--- src/hw/rtl/sbuod_pkg.sv ---
// ----------------------------------------------------------------------------
// sbuod_pkg: shared types and constants for the sideband orientation detector
// Line pattern codes, change event codes, register indexes and count limits.
// ----------------------------------------------------------------------------
`default_nettype none

package sbuod_pkg;

	localparam int SAMPLE_W = 16;
	localparam int COUNT_W  = 4;
	localparam int CFG_IDX_W = 2;

	typedef logic [SAMPLE_W-1:0] sample_t;
	typedef logic [COUNT_W-1:0]  count_t;
	typedef logic [1:0]          pattern_t;
	typedef logic [1:0]          event_t;
	typedef logic [CFG_IDX_W-1:0] cfg_idx_t;

	// line patterns
	localparam pattern_t PAT_DISCONNECT = 2'd0;
	localparam pattern_t PAT_DIRECT     = 2'd1;
	localparam pattern_t PAT_FLIP       = 2'd2;
	localparam pattern_t PAT_OTHER      = 2'd3;

	// change events
	localparam event_t EV_NONE       = 2'd0;
	localparam event_t EV_CONNECT    = 2'd1;
	localparam event_t EV_DISCONNECT = 2'd2;

	// register indexes
	localparam cfg_idx_t REG_LOW_THRESHOLD  = 2'd0;
	localparam cfg_idx_t REG_HIGH_THRESHOLD = 2'd1;
	localparam cfg_idx_t REG_SETTLE_POLLS   = 2'd2;

	localparam count_t  COUNT_MAX       = 4'd15;
	localparam sample_t LOW_THR_RESET   = 16'd0;
	localparam sample_t HIGH_THR_RESET  = 16'hFFFF;
	localparam count_t  SETTLE_RESET    = 4'd5;

	localparam logic ORIENT_FLIPPED = 1'b0;
	localparam logic ORIENT_DIRECT  = 1'b1;

endpackage

`default_nettype wire

--- src/hw/rtl/sbu_orientation_detector.sv ---
// ----------------------------------------------------------------------------
// sbu_orientation_detector: sideband line orientation detector
// Debounces connect / disconnect patterns on two sideband line samples and
// drives the mux enable and orientation select.
//
//   channel | dir | handshake              | payload
//   --------+-----+------------------------+-------------------------------------
//   in      | in  | in_valid / in_stall    | line1_sample, line2_sample, sample_error
//   out     | out | out_valid / out_stall  | mux_enable, mux_select, change_event,
//           |     |                        | poll_ignored
//   cfg     | in  | cfg_valid / cfg_ready  | cfg_index, cfg_data
//
// One word in, one word out, one word per cycle sustained unless the output is
// stalled. A word moves through an input register, then compare and state update
// into the result register. Reset clears tracking state, loads register defaults.
// A stalled output holds its word; the input stalls only when both the
// input register and the result register hold words and the output is stalled.
// ----------------------------------------------------------------------------
`default_nettype none

module sbu_orientation_detector (
	input  wire                           clk,
	input  wire                           arst_n,
	// poll words
	input  wire                           in_valid,
	output logic                          in_stall,
	input  wire  sbuod_pkg::sample_t      line1_sample,
	input  wire  sbuod_pkg::sample_t      line2_sample,
	input  wire                           sample_error,
	// result words
	output logic                          out_valid,
	input  wire                           out_stall,
	output logic                          mux_enable,
	output logic                          mux_select,
	output sbuod_pkg::event_t             change_event,
	output logic                          poll_ignored,
	// configuration writes
	input  wire                           cfg_valid,
	output logic                          cfg_ready,
	input  wire  sbuod_pkg::cfg_idx_t     cfg_index,
	input  wire  [15:0]                   cfg_data
);

	// configuration
	sbuod_pkg::sample_t low_thr_q;
	sbuod_pkg::sample_t high_thr_q;
	sbuod_pkg::count_t  settle_q;

	// tracking state
	logic                  enabled_q;
	sbuod_pkg::count_t     seen_count_q;
	sbuod_pkg::pattern_t   last_pattern_q;
	logic                  orientation_q;
	logic                  select_q;

	// input stage
	logic                  valid_s1;
	sbuod_pkg::sample_t    line1_s1;
	sbuod_pkg::sample_t    line2_s1;
	logic                  err_s1;

	// result stage
	logic                  valid_s2;
	logic                  mux_enable_s2;
	logic                  mux_select_s2;
	sbuod_pkg::event_t     event_s2;
	logic                  ignored_s2;

	logic out_free;
	logic s1_free;
	logic advance;

	assign out_free = !valid_s2 || !out_stall;
	assign advance  = valid_s1 && out_free;
	assign s1_free  = !valid_s1 || out_free;
	assign in_stall = !s1_free;
	assign cfg_ready = 1'b1;

	// ---------------- configuration ----------------
	always_ff @(posedge clk or negedge arst_n) begin
		if (!arst_n) begin
			low_thr_q  <= sbuod_pkg::LOW_THR_RESET;
			high_thr_q <= sbuod_pkg::HIGH_THR_RESET;
			settle_q   <= sbuod_pkg::SETTLE_RESET;
		end else if (cfg_valid && cfg_ready) begin
			case (cfg_index)
				sbuod_pkg::REG_LOW_THRESHOLD:  low_thr_q  <= cfg_data;
				sbuod_pkg::REG_HIGH_THRESHOLD: high_thr_q <= cfg_data;
				sbuod_pkg::REG_SETTLE_POLLS:   settle_q   <= cfg_data[sbuod_pkg::COUNT_W-1:0];
				default: ;
			endcase
		end
	end

	// ---------------- input register ----------------
	always_ff @(posedge clk or negedge arst_n) begin
		if (!arst_n) begin
			valid_s1 <= 1'b0;
		end else if (s1_free) begin
			valid_s1 <= in_valid;
		end
	end

	always_ff @(posedge clk) begin
		if (s1_free && in_valid) begin
			line1_s1 <= line1_sample;
			line2_s1 <= line2_sample;
			err_s1   <= sample_error;
		end
	end

	// ---------------- pattern classify and update ----------------
	logic                l1_high, l1_low, l2_high, l2_low;
	sbuod_pkg::pattern_t pat;
	sbuod_pkg::count_t   count_nxt;
	logic                orient_nxt;
	logic                fire;
	logic                enabled_nxt;
	logic                select_nxt;
	sbuod_pkg::event_t   event_nxt;

	always_comb begin
		l1_high = line1_s1 > high_thr_q;
		l1_low  = line1_s1 < low_thr_q;
		l2_high = line2_s1 > high_thr_q;
		l2_low  = line2_s1 < low_thr_q;

		// flipped test wins when both connect tests hold
		if (!enabled_q && l1_high && l2_low)
			pat = sbuod_pkg::PAT_FLIP;
		else if (!enabled_q && l2_high && l1_low)
			pat = sbuod_pkg::PAT_DIRECT;
		else if (enabled_q && l1_low && l2_low)
			pat = sbuod_pkg::PAT_DISCONNECT;
		else
			pat = sbuod_pkg::PAT_OTHER;

		orient_nxt = orientation_q;
		if (pat == sbuod_pkg::PAT_FLIP && last_pattern_q != sbuod_pkg::PAT_FLIP)
			orient_nxt = sbuod_pkg::ORIENT_FLIPPED;
		else if (pat == sbuod_pkg::PAT_DIRECT && last_pattern_q != sbuod_pkg::PAT_DIRECT)
			orient_nxt = sbuod_pkg::ORIENT_DIRECT;

		if (pat == sbuod_pkg::PAT_OTHER || pat != last_pattern_q)
			count_nxt = '0;
		else if (seen_count_q != sbuod_pkg::COUNT_MAX)
			count_nxt = seen_count_q + 4'd1;
		else
			count_nxt = seen_count_q;

		fire        = count_nxt > settle_q;
		enabled_nxt = enabled_q;
		select_nxt  = select_q;
		event_nxt   = sbuod_pkg::EV_NONE;
		if (fire) begin
			if (enabled_q) begin
				enabled_nxt = 1'b0;
				event_nxt   = sbuod_pkg::EV_DISCONNECT;
			end else begin
				enabled_nxt = 1'b1;
				select_nxt  = orient_nxt;
				event_nxt   = sbuod_pkg::EV_CONNECT;
			end
		end
	end

	// state only moves on an unflagged word leaving the input stage
	always_ff @(posedge clk or negedge arst_n) begin
		if (!arst_n) begin
			enabled_q      <= 1'b0;
			seen_count_q   <= '0;
			last_pattern_q <= sbuod_pkg::PAT_DISCONNECT;
			orientation_q  <= sbuod_pkg::ORIENT_FLIPPED;
			select_q       <= 1'b0;
		end else if (advance && !err_s1) begin
			enabled_q      <= enabled_nxt;
			seen_count_q   <= count_nxt;
			last_pattern_q <= pat;
			orientation_q  <= orient_nxt;
			select_q       <= select_nxt;
		end
	end

	// ---------------- result register ----------------
	always_ff @(posedge clk or negedge arst_n) begin
		if (!arst_n) begin
			valid_s2 <= 1'b0;
		end else if (out_free) begin
			valid_s2 <= valid_s1;
		end
	end

	always_ff @(posedge clk) begin
		if (advance) begin
			if (err_s1) begin
				mux_enable_s2 <= enabled_q;
				mux_select_s2 <= select_q;
				event_s2      <= sbuod_pkg::EV_NONE;
				ignored_s2    <= 1'b1;
			end else begin
				mux_enable_s2 <= enabled_nxt;
				mux_select_s2 <= select_nxt;
				event_s2      <= event_nxt;
				ignored_s2    <= 1'b0;
			end
		end
	end

	assign out_valid    = valid_s2;
	assign mux_enable   = mux_enable_s2;
	assign mux_select   = mux_select_s2;
	assign change_event = event_s2;
	assign poll_ignored = ignored_s2;

	// ---------------- assertions ----------------
	a_connect_on_rise: assert property (@(posedge clk) disable iff (!arst_n)
		$rose(enabled_q) |-> (valid_s2 && event_s2 == sbuod_pkg::EV_CONNECT))
		else $error("mux enabled without a connect word");

	a_disconnect_on_fall: assert property (@(posedge clk) disable iff (!arst_n)
		$fell(enabled_q) |-> (valid_s2 && event_s2 == sbuod_pkg::EV_DISCONNECT))
		else $error("mux disabled without a disconnect word");

	a_ignored_quiet: assert property (@(posedge clk) disable iff (!arst_n)
		(valid_s2 && ignored_s2) |-> (event_s2 == sbuod_pkg::EV_NONE))
		else $error("flagged poll reported a change");

	a_other_clears: assert property (@(posedge clk) disable iff (!arst_n)
		(last_pattern_q == sbuod_pkg::PAT_OTHER) |-> (seen_count_q == '0))
		else $error("count not cleared on other pattern");

	a_state_frozen: assert property (@(posedge clk) disable iff (!arst_n)
		!advance |=> ($stable(enabled_q) && $stable(select_q) && $stable(seen_count_q)))
		else $error("tracking state moved without a word");

endmodule

`default_nettype wire

--- config.mk ---
export PLATFORM = sky130hd
export DESIGN_NAME = sbu_orientation_detector
export DESIGN_NICKNAME = d
export VERILOG_FILES = /design/src/hw/rtl/sbuod_pkg.sv /design/src/hw/rtl/sbu_orientation_detector.sv
export SDC_FILE = /design/constraint.sdc
export NUM_CORES = 1
export LEC_CHECK = 0
export BUFFER_PORTS_ARGS = -buffer_cell sky130_fd_sc_hd__buf_2
export CELL_PAD_IN_SITES_DETAIL_PLACEMENT = 0
export CELL_PAD_IN_SITES_GLOBAL_PLACEMENT = 1
export CORE_ASPECT_RATIO = 0.7
export CORE_MARGIN = 4
export CORE_UTILIZATION = 45
export CTS_CLUSTER_DIAMETER = 200
export CTS_CLUSTER_SIZE = 24
export DETAILED_ROUTE_END_ITERATION = 10
export PLACE_DENSITY = 0.85
export SYNTH_ARGS = -nofsm -noshare
export SYNTH_HDL_FRONTEND = slang
export SYNTH_SLANG_ARGS = --single-unit
--- constraint.sdc ---
create_clock -name clk -period 11.8 [get_ports clk]
set_input_delay 1.77 -clock clk [delete_from_list [all_inputs] [get_ports clk]]
set_output_delay 1.77 -clock clk [all_outputs]
set_load 0.005 [all_outputs]
# Word level (Yosys, flattened, before mapping)
# Index checks and enable logic that the tools add are counted.
op_classes:
  n_bitwise: 1
  order_cmp: 5
  n_eq_ne: 9
  n_reduce_logical: 25
  muxes: 15
  n_addsub: 1
ops:
  columns: ["cell", "count"]
  rows:
  - ["16-bit > comparator", 2]
  - ["16-bit < comparator", 2]
  - ["1-bit logical AND", 11]
  - ["1-bit 2-to-1 mux", 9]
  - ["2-bit 2-to-1 mux", 4]
  - ["4-bit 2-to-1 mux", 2]
  - ["2-bit == test, second input constant", 3]
  - ["1-bit zero test", 6]
  - ["2-bit AND reduction", 3]
  - ["4-bit by 1-bit adder with 4-bit output, second input constant", 1]
  - ["2-bit by 1-bit == test with 1-bit output, second input constant", 2]
  - ["4-bit > comparator", 1]
  - ["4-bit inequality test, second input constant", 1]
  - ["1-bit logical OR", 3]
  - ["2-bit zero test", 1]
  - ["2-bit by 1-bit inequality test with 1-bit output, second input constant", 1]
  - ["2-bit inequality test", 1]
  - ["2-bit inequality test, second input constant", 1]
  - ["2-bit OR reduction", 1]
  - ["1-bit inverter", 1]
totals:
  elab_cells: 73
  inputBits: 56
  out_inout_bits: 8
  register_bits: 85

# Logic depth before layout (Yosys ltp)
depth:
  depth_word: 13
  ltp_mapped: 18
  depth_no_buf: 18

# Worst setup path after synthesis
# OpenSTA, ideal clock, no wires.
synth_timing:
  path_type: "register to register"
  start: "reg high_thr_q[13]"
  end: "reg mux_select_s2, in the netlist mux_select (data pin)"
  required_ps: 11526
  synth_period_minus_slack_ps: 3953
  t_arrival_ps: 3680
  setup_slack_ps: 7847
  setup_ps: 274
  path_buffers: 0
  stages_incl_launch_ff: 18
  cell_sequence: "dfstp_2 inv_1 ha_1 nand4_1 or4_1 nor2_1 nor4b_4 o21a_4 a211oi_4 nor2_1 ha_1 nor2b_1 o21a_1 o21a_1 o21ai_0 nor2_1 nor2_1 a41oi_1"
synth_between:
  elab_cells_between_ends: 22
synth_lines:
  columns: ["element", "line_no", "text"]
  rows:
  - ["start: declaration", "sbu_orientation_detector.sv:46", "sbuod_pkg::sample_t high_thr_q;"]
  - ["start signal: assignment", "sbu_orientation_detector.sv:83", "high_thr_q <= sbuod_pkg::HIGH_THR_RESET;"]
  - ["start signal: assignment", "sbu_orientation_detector.sv:88", "sbuod_pkg::REG_HIGH_THRESHOLD: high_thr_q <= cfg_data;"]
  - ["16-bit > comparator", "sbu_orientation_detector.sv:125", "l2_high = line2_s1 > high_thr_q;"]
  - ["1-bit logical AND (2 in a row)", "sbu_orientation_detector.sv:131", "else if (!enabled_q && l2_high && l1_low)"]
  - ["2-bit 2-to-1 mux", "sbu_orientation_detector.sv:131", null]
  - ["2-bit 2-to-1 mux *", "sbu_orientation_detector.sv:129", "if (!enabled_q && l1_high && l2_low)"]
  - ["2-bit == test / 2-bit inequality test (equally long branches)", "sbu_orientation_detector.sv:144", "if (pat == sbuod_pkg::PAT_OTHER || pat != last_pattern_q)"]
  - ["1-bit logical OR *", "sbu_orientation_detector.sv:144", null]
  - ["4-bit 2-to-1 mux *", "sbu_orientation_detector.sv:144", null]
  - ["via count_nxt[1]", "sbu_orientation_detector.sv:115", "sbuod_pkg::count_t count_nxt;"]
  - ["4-bit > comparator *", "sbu_orientation_detector.sv:151", "fire = count_nxt > settle_q;"]
  - ["1-bit 2-to-1 mux *", "sbu_orientation_detector.sv:155", "if (fire) begin"]
  - ["1-bit 2-to-1 mux *", "sbu_orientation_detector.sv:195", "if (err_s1) begin"]
  - ["end signal: assignment", "sbu_orientation_detector.sv:197", "mux_select_s2 <= select_q;"]
  - ["end signal: assignment", "sbu_orientation_detector.sv:202", "mux_select_s2 <= select_nxt;"]
  - ["end: declaration", "sbu_orientation_detector.sv:65", "logic mux_select_s2;"]
# Mark *: on every way through the listed nets, which the timed path passes. The rest lies on a longest branch.
# A chain may end at the register's enable or synchronous reset.

# Worst setup path in the final report
layout_timing:
  start: "reg high_thr_q[15]"
  end: "reg mux_select_s2, in the netlist mux_select (data pin)"
# Same word-level chain as after synthesis.

==> flow_summary.rst <==
.. list-table::
   :header-rows: 1

   * - Metric
     - Value
   * - Kind of launch point of the worst setup path
     - register
   * - DRC violations left
     - 0
   * - Routed wire length per instance
     - approximately 16 µm
   * - Crit path from
     - high_thr_q[15]$_DFFE_PN1P_
   * - Number of top-level pins
     - 64
   * - # hold bufs at CTS
     - 0
   * - Maximum number of pins on one net before global-route repair
     - between 40 and 50
   * - Routed wire length
     - between 10 and 15 mm
   * - Worst setup path endpoint
     - mux_select$_DFFE_PP_
   * - Worst r2r src
     - high_thr_q[15]$_DFFE_PN1P_
   * - Number of cell instances on the worst register-to-register path
     - 18
   * - Count of fill cells added during filler insertion
     - slightly above 900
   * - Total grt overflow
     - 0
   * - Number of gates resized after CTS
     - 0
   * - Internal portion of total power
     - a little under 0.7 mW
   * - Endpoint required time on the critical path
     - roughly 12 ns
   * - Number of buffers inserted by port buffering
     - 62
   * - Antenna Nets Post-Route
     - 0
   * - Transition time at the pin with the least slew margin
     - ~1.0 ns
   * - Total of flip-flops plus latches after synthesis
     - 85
   * - All-layer global routing usage
     - 0.180
   * - Max-capacitance violation count
     - 0
   * - Maximum achievable frequency
     - approximately 220 MHz
   * - Initial standard-cell utilization of the core
     - 0.461
   * - Setup fix buffers added after clock tree synthesis
     - 0
   * - Number of antenna repair diodes
     - 0
   * - Run status
     - finished, final reports clean
   * - Avg Inst Size Synth
     - 11.3 µm²
   * - Number of antenna violations at the first check in global routing
     - 0
   * - Leakage
     - roughly 2.5 nW
   * - Area added between synthesis and finish
     - 17.0%
   * - Synth unique cells
     - 50
   * - Worst setup path category
     - register to register
   * - Post-DP HPWL
     - ~8.0 mm
   * - Worst r2r dst
     - mux_select$_DFFE_PP_
   * - Top cell type by total area after synthesis
     - sky130_fd_sc_hd__edfxtp_1
   * - Routability cong.
     - 0.869
   * - Area inside the core boundary
     - 0.0104 mm²
   * - Flip-flop cell with the highest count after synthesis
     - sky130_fd_sc_hd__edfxtp_1
   * - Number of global-route vias before repair
     - roughly 3,500
   * - Worst endpoint data arrival time
     - ~4.7 ns
   * - Type of the tightest min-delay check
     - register to register
   * - Proportion of power drawn by the clock network
     - 0.336
   * - Worst voltage drop across the vdd grid
     - roughly 0.000087 V
   * - Setup tns final
     - 0 ns
   * - Element type at the critical path end
     - register
   * - Hold WS
     - 0.504 ns
   * - Worst skew pair latency
     - 0.34 ns
   * - Clock-pin slew of the registers on the worst-case setup and hold paths
     - 0.06 ns
   * - Total number of clock tree sinks
     - 85
   * - Combinational fraction of design power
     - 0.246
   * - First drt pass iteration count
     - 4
   * - Share of layout cells above drive strength 1
     - 0.256
   * - 1st-iter DRT viols
     - approximately 160
   * - Worst Skew
     - slightly above 0.007 ns
   * - H-Tree Depth
     - 3
   * - Total count of hold-check failures in the final report
     - 0
   * - Die width
     - between 100 and 150 µm
   * - TritonCTS clock tree
     - built
   * - RSZ-0062 raised after global routing
     - false
   * - Die height
     - roughly 94 µm
   * - Async SR Flop Fraction
     - 0.553
   * - Clk Tree Root Cell
     - sky130_fd_sc_hd__clkbuf_16
   * - Row Count
     - 31
   * - Yosys warning count
     - 0
   * - CTS max path bufs
     - 2
   * - Count of final max-slew check failures
     - 0
   * - Cell types occupying the most area after synthesis
     - sky130_fd_sc_hd__edfxtp_1 24%, sky130_fd_sc_hd__ha_1 18%, sky130_fd_sc_hd__dfrtp_1 15%, sky130_fd_sc_hd__dfstp_2 9.9%, sky130_fd_sc_hd__mux2_2 5.0%
   * - Syn Nets
     - 546
   * - Wire length of the first global-routing pass
     - 17.3 mm
   * - Via Count
     - 3,327
   * - Total Nets Final
     - roughly 610
   * - Cells after Synth
     - roughly 420
   * - Largest driver fanout on the critical path
     - 8
   * - Setup slack of the worst register-to-register path
     - slightly above 7 ns
   * - Clock buffers created by TritonCTS
     - 9
   * - Sequential power share
     - 0.417
   * - Area enclosed by the die boundary
     - around 0.012 mm²
   * - Final min period
     - roughly 4.6 ns
   * - Number of enable flip-flop cells after synthesis
     - 38
   * - Switching pwr
     - roughly 0.28 mW
   * - Via density per instance
     - 5.30
   * - Share of the synthesized area in the top cell type
     - 0.239
   * - Sequential share of the synthesized area
     - 0.490
   * - Switch share
     - 0.291
   * - Max transition margin
     - 0.307
   * - Setup violations, final
     - 0
   * - Final cycle utilization of the critical path
     - 0.392
   * - Mapped Area
     - between 0.004 and 0.005 mm²
   * - Power per standard cell area
     - between 150 and 200 mW/mm²
per-stage QoR:
step | area, µm² | power, mW | utilization | std cells | setup slack, ns
floorplan | 4770 | 0.561 | - | 423 | 7.85
global placement | 5240 | 0.628 | 0.506 | 612 | 7.25
detailed placement | 5240 | 0.635 | 0.506 | 612 | 7.22
CTS | 5580 | 0.960 | 0.539 | 628 | 7.16
global route | 5580 | 1.01 | 0.539 | 628 | 6.71
finish | 5580 | 0.953 | 0.539 | 628 | 7.17
worst min path at each step:
stage | startpoint | end | slack, ns | depth (start not counted)
floorplan | valid_s1$_DFFE_PN0N_ | out_valid$_DFFE_PN0P_ | 0.46 | 1
global placement | valid_s1$_DFFE_PN0N_ | out_valid$_DFFE_PN0P_ | 0.47 | 1
detailed placement | valid_s1$_DFFE_PN0N_ | out_valid$_DFFE_PN0P_ | 0.48 | 1
CTS | valid_s1$_DFFE_PN0N_ | out_valid$_DFFE_PN0P_ | 0.50 | 1
global route | valid_s1$_DFFE_PN0N_ | out_valid$_DFFE_PN0P_ | 0.52 | 1
finish | valid_s1$_DFFE_PN0N_ | out_valid$_DFFE_PN0P_ | 0.50 | 1
flip-flops by register name, indices dropped and copies added (netlist names), 2 cells and up:
signal          count
last_pattern_q      2
low_thr_q          16
line1_s1           16
high_thr_q         16
settle_q            4
line2_s1           16
change_event        2
seen_count_q        4
final cells by class:
class | instances | area, µm² | share of cell area
Sequential cell | 85 | 2340 | 0.419
Multi-Input combinational cell | 288 | 2250 | 0.403
Timing Repair Buffer | 65 | 333 | 0.0596
Clock buffer | 10 | 229 | 0.0410
Tap cell | 132 | 165 | 0.0296
Inverter | 42 | 158 | 0.0282
Clock inverter | 6 | 111 | 0.0199
cells by family (layout without fill, tap and decap cells):
group	count (synthesis)	count (layout)	synth area share
compound gates	93	93	0.126
xor+xnor	3	3	0.00551
fa+ha+maj	67	67	0.176
buf+inv	50	123	0.0401
flops	85	85	0.490
mux	22	22	0.0516
other cells	1	1	0.000786
simple gates	102	102	0.110
metal layers:
layer,GRT usage,vias up,routed length (µm)
met2,0.259,86,4240
met4,0.0524,0,112
met5,0,-,0
met3,0.0487,11,634
li1,-,1674,-
met1,0.264,1556,5360
cell usage in the layout, fill, tap and decap left out, drive strengths merged, types with 3 or more instances in the layout:
cell / instances
a21oi: 30
inv: 42
nor2b: 4
a41oi: 4
buf: 65
nand3: 7
clkbuf: 10
dfrtp: 29
a21o: 5
ha: 67
and3: 3
nor3: 4
nand2b: 6
nand4: 7
edfxtp: 38
nor4: 3
bufinv: 3
o221ai: 4
a31oi: 3
nand2: 40
dfstp: 18
a21boi: 3
o21a: 6
mux2: 21
nor2: 16
o21ai: 26
power by group through the flow:
stage / Sequential, mW / Clock, mW / Combinational, mW
3_3_place_gp: 0.401 / 0 / 0.227
6_report: 0.397 / 0.320 / 0.235
3_5_place_dp: 0.403 / 0 / 0.232
2_1_floorplan: 0.388 / 0 / 0.172
4_1_cts: 0.397 / 0.327 / 0.235
5_1_grt: 0.404 / 0.337 / 0.271
Yosys cell counts, types with 2 or more instances:
| cell | n |
|---|---|
| sky130_fd_sc_hd__a21boi_0 | 3 |
| sky130_fd_sc_hd__a21o_1 | 5 |
| sky130_fd_sc_hd__o211ai_1 | 2 |
| sky130_fd_sc_hd__mux2_2 | 21 |
| sky130_fd_sc_hd__a21oi_1 | 30 |
| sky130_fd_sc_hd__nand4_1 | 7 |
| sky130_fd_sc_hd__or3_1 | 2 |
| sky130_fd_sc_hd__nor2_1 | 16 |
| sky130_fd_sc_hd__o221ai_1 | 4 |
| sky130_fd_sc_hd__nand2_1 | 40 |
| sky130_fd_sc_hd__dfstp_2 | 18 |
| sky130_fd_sc_hd__inv_1 | 42 |
| sky130_fd_sc_hd__a31oi_1 | 3 |
| sky130_fd_sc_hd__nor3_1 | 4 |
| sky130_fd_sc_hd__nor3b_1 | 2 |
| sky130_fd_sc_hd__ha_1 | 67 |
| sky130_fd_sc_hd__a41oi_1 | 4 |
| sky130_fd_sc_hd__nand3_1 | 7 |
| sky130_fd_sc_hd__clkbuf_1 | 6 |
| sky130_fd_sc_hd__xnor2_1 | 2 |
| sky130_fd_sc_hd__a221o_1 | 2 |
| sky130_fd_sc_hd__a211o_1 | 2 |
| sky130_fd_sc_hd__nor2b_1 | 4 |
| sky130_fd_sc_hd__dfrtp_1 | 29 |
| sky130_fd_sc_hd__nor4_1 | 2 |
| sky130_fd_sc_hd__nand3b_1 | 2 |
| sky130_fd_sc_hd__edfxtp_1 | 38 |
| sky130_fd_sc_hd__o21a_1 | 5 |
| sky130_fd_sc_hd__nand2b_1 | 6 |
| sky130_fd_sc_hd__o21ai_0 | 26 |
| sky130_fd_sc_hd__and3_1 | 3 |
critical path: stages, from the launching register on:
cell,delay [ns]
sky130_fd_sc_hd__dfstp_2,0.53
sky130_fd_sc_hd__inv_1,0.06
sky130_fd_sc_hd__ha_1,0.32
sky130_fd_sc_hd__nand4_1,0.19
sky130_fd_sc_hd__nor4_1,0.47
sky130_fd_sc_hd__a21boi_0,0.29
sky130_fd_sc_hd__a211o_1,0.17
sky130_fd_sc_hd__inv_1,0.08
sky130_fd_sc_hd__o21a_4,0.24
sky130_fd_sc_hd__a211oi_4,0.40
sky130_fd_sc_hd__nor2_1,0.10
sky130_fd_sc_hd__ha_1,0.30
sky130_fd_sc_hd__nor2b_1,0.13
sky130_fd_sc_hd__o21a_1,0.16
sky130_fd_sc_hd__o21a_1,0.16
sky130_fd_sc_hd__o21ai_0,0.45
sky130_fd_sc_hd__nor2_1,0.15
sky130_fd_sc_hd__nor2_1,0.12
sky130_fd_sc_hd__a41oi_1,0.05
Power figures use the tool's default switching activity.
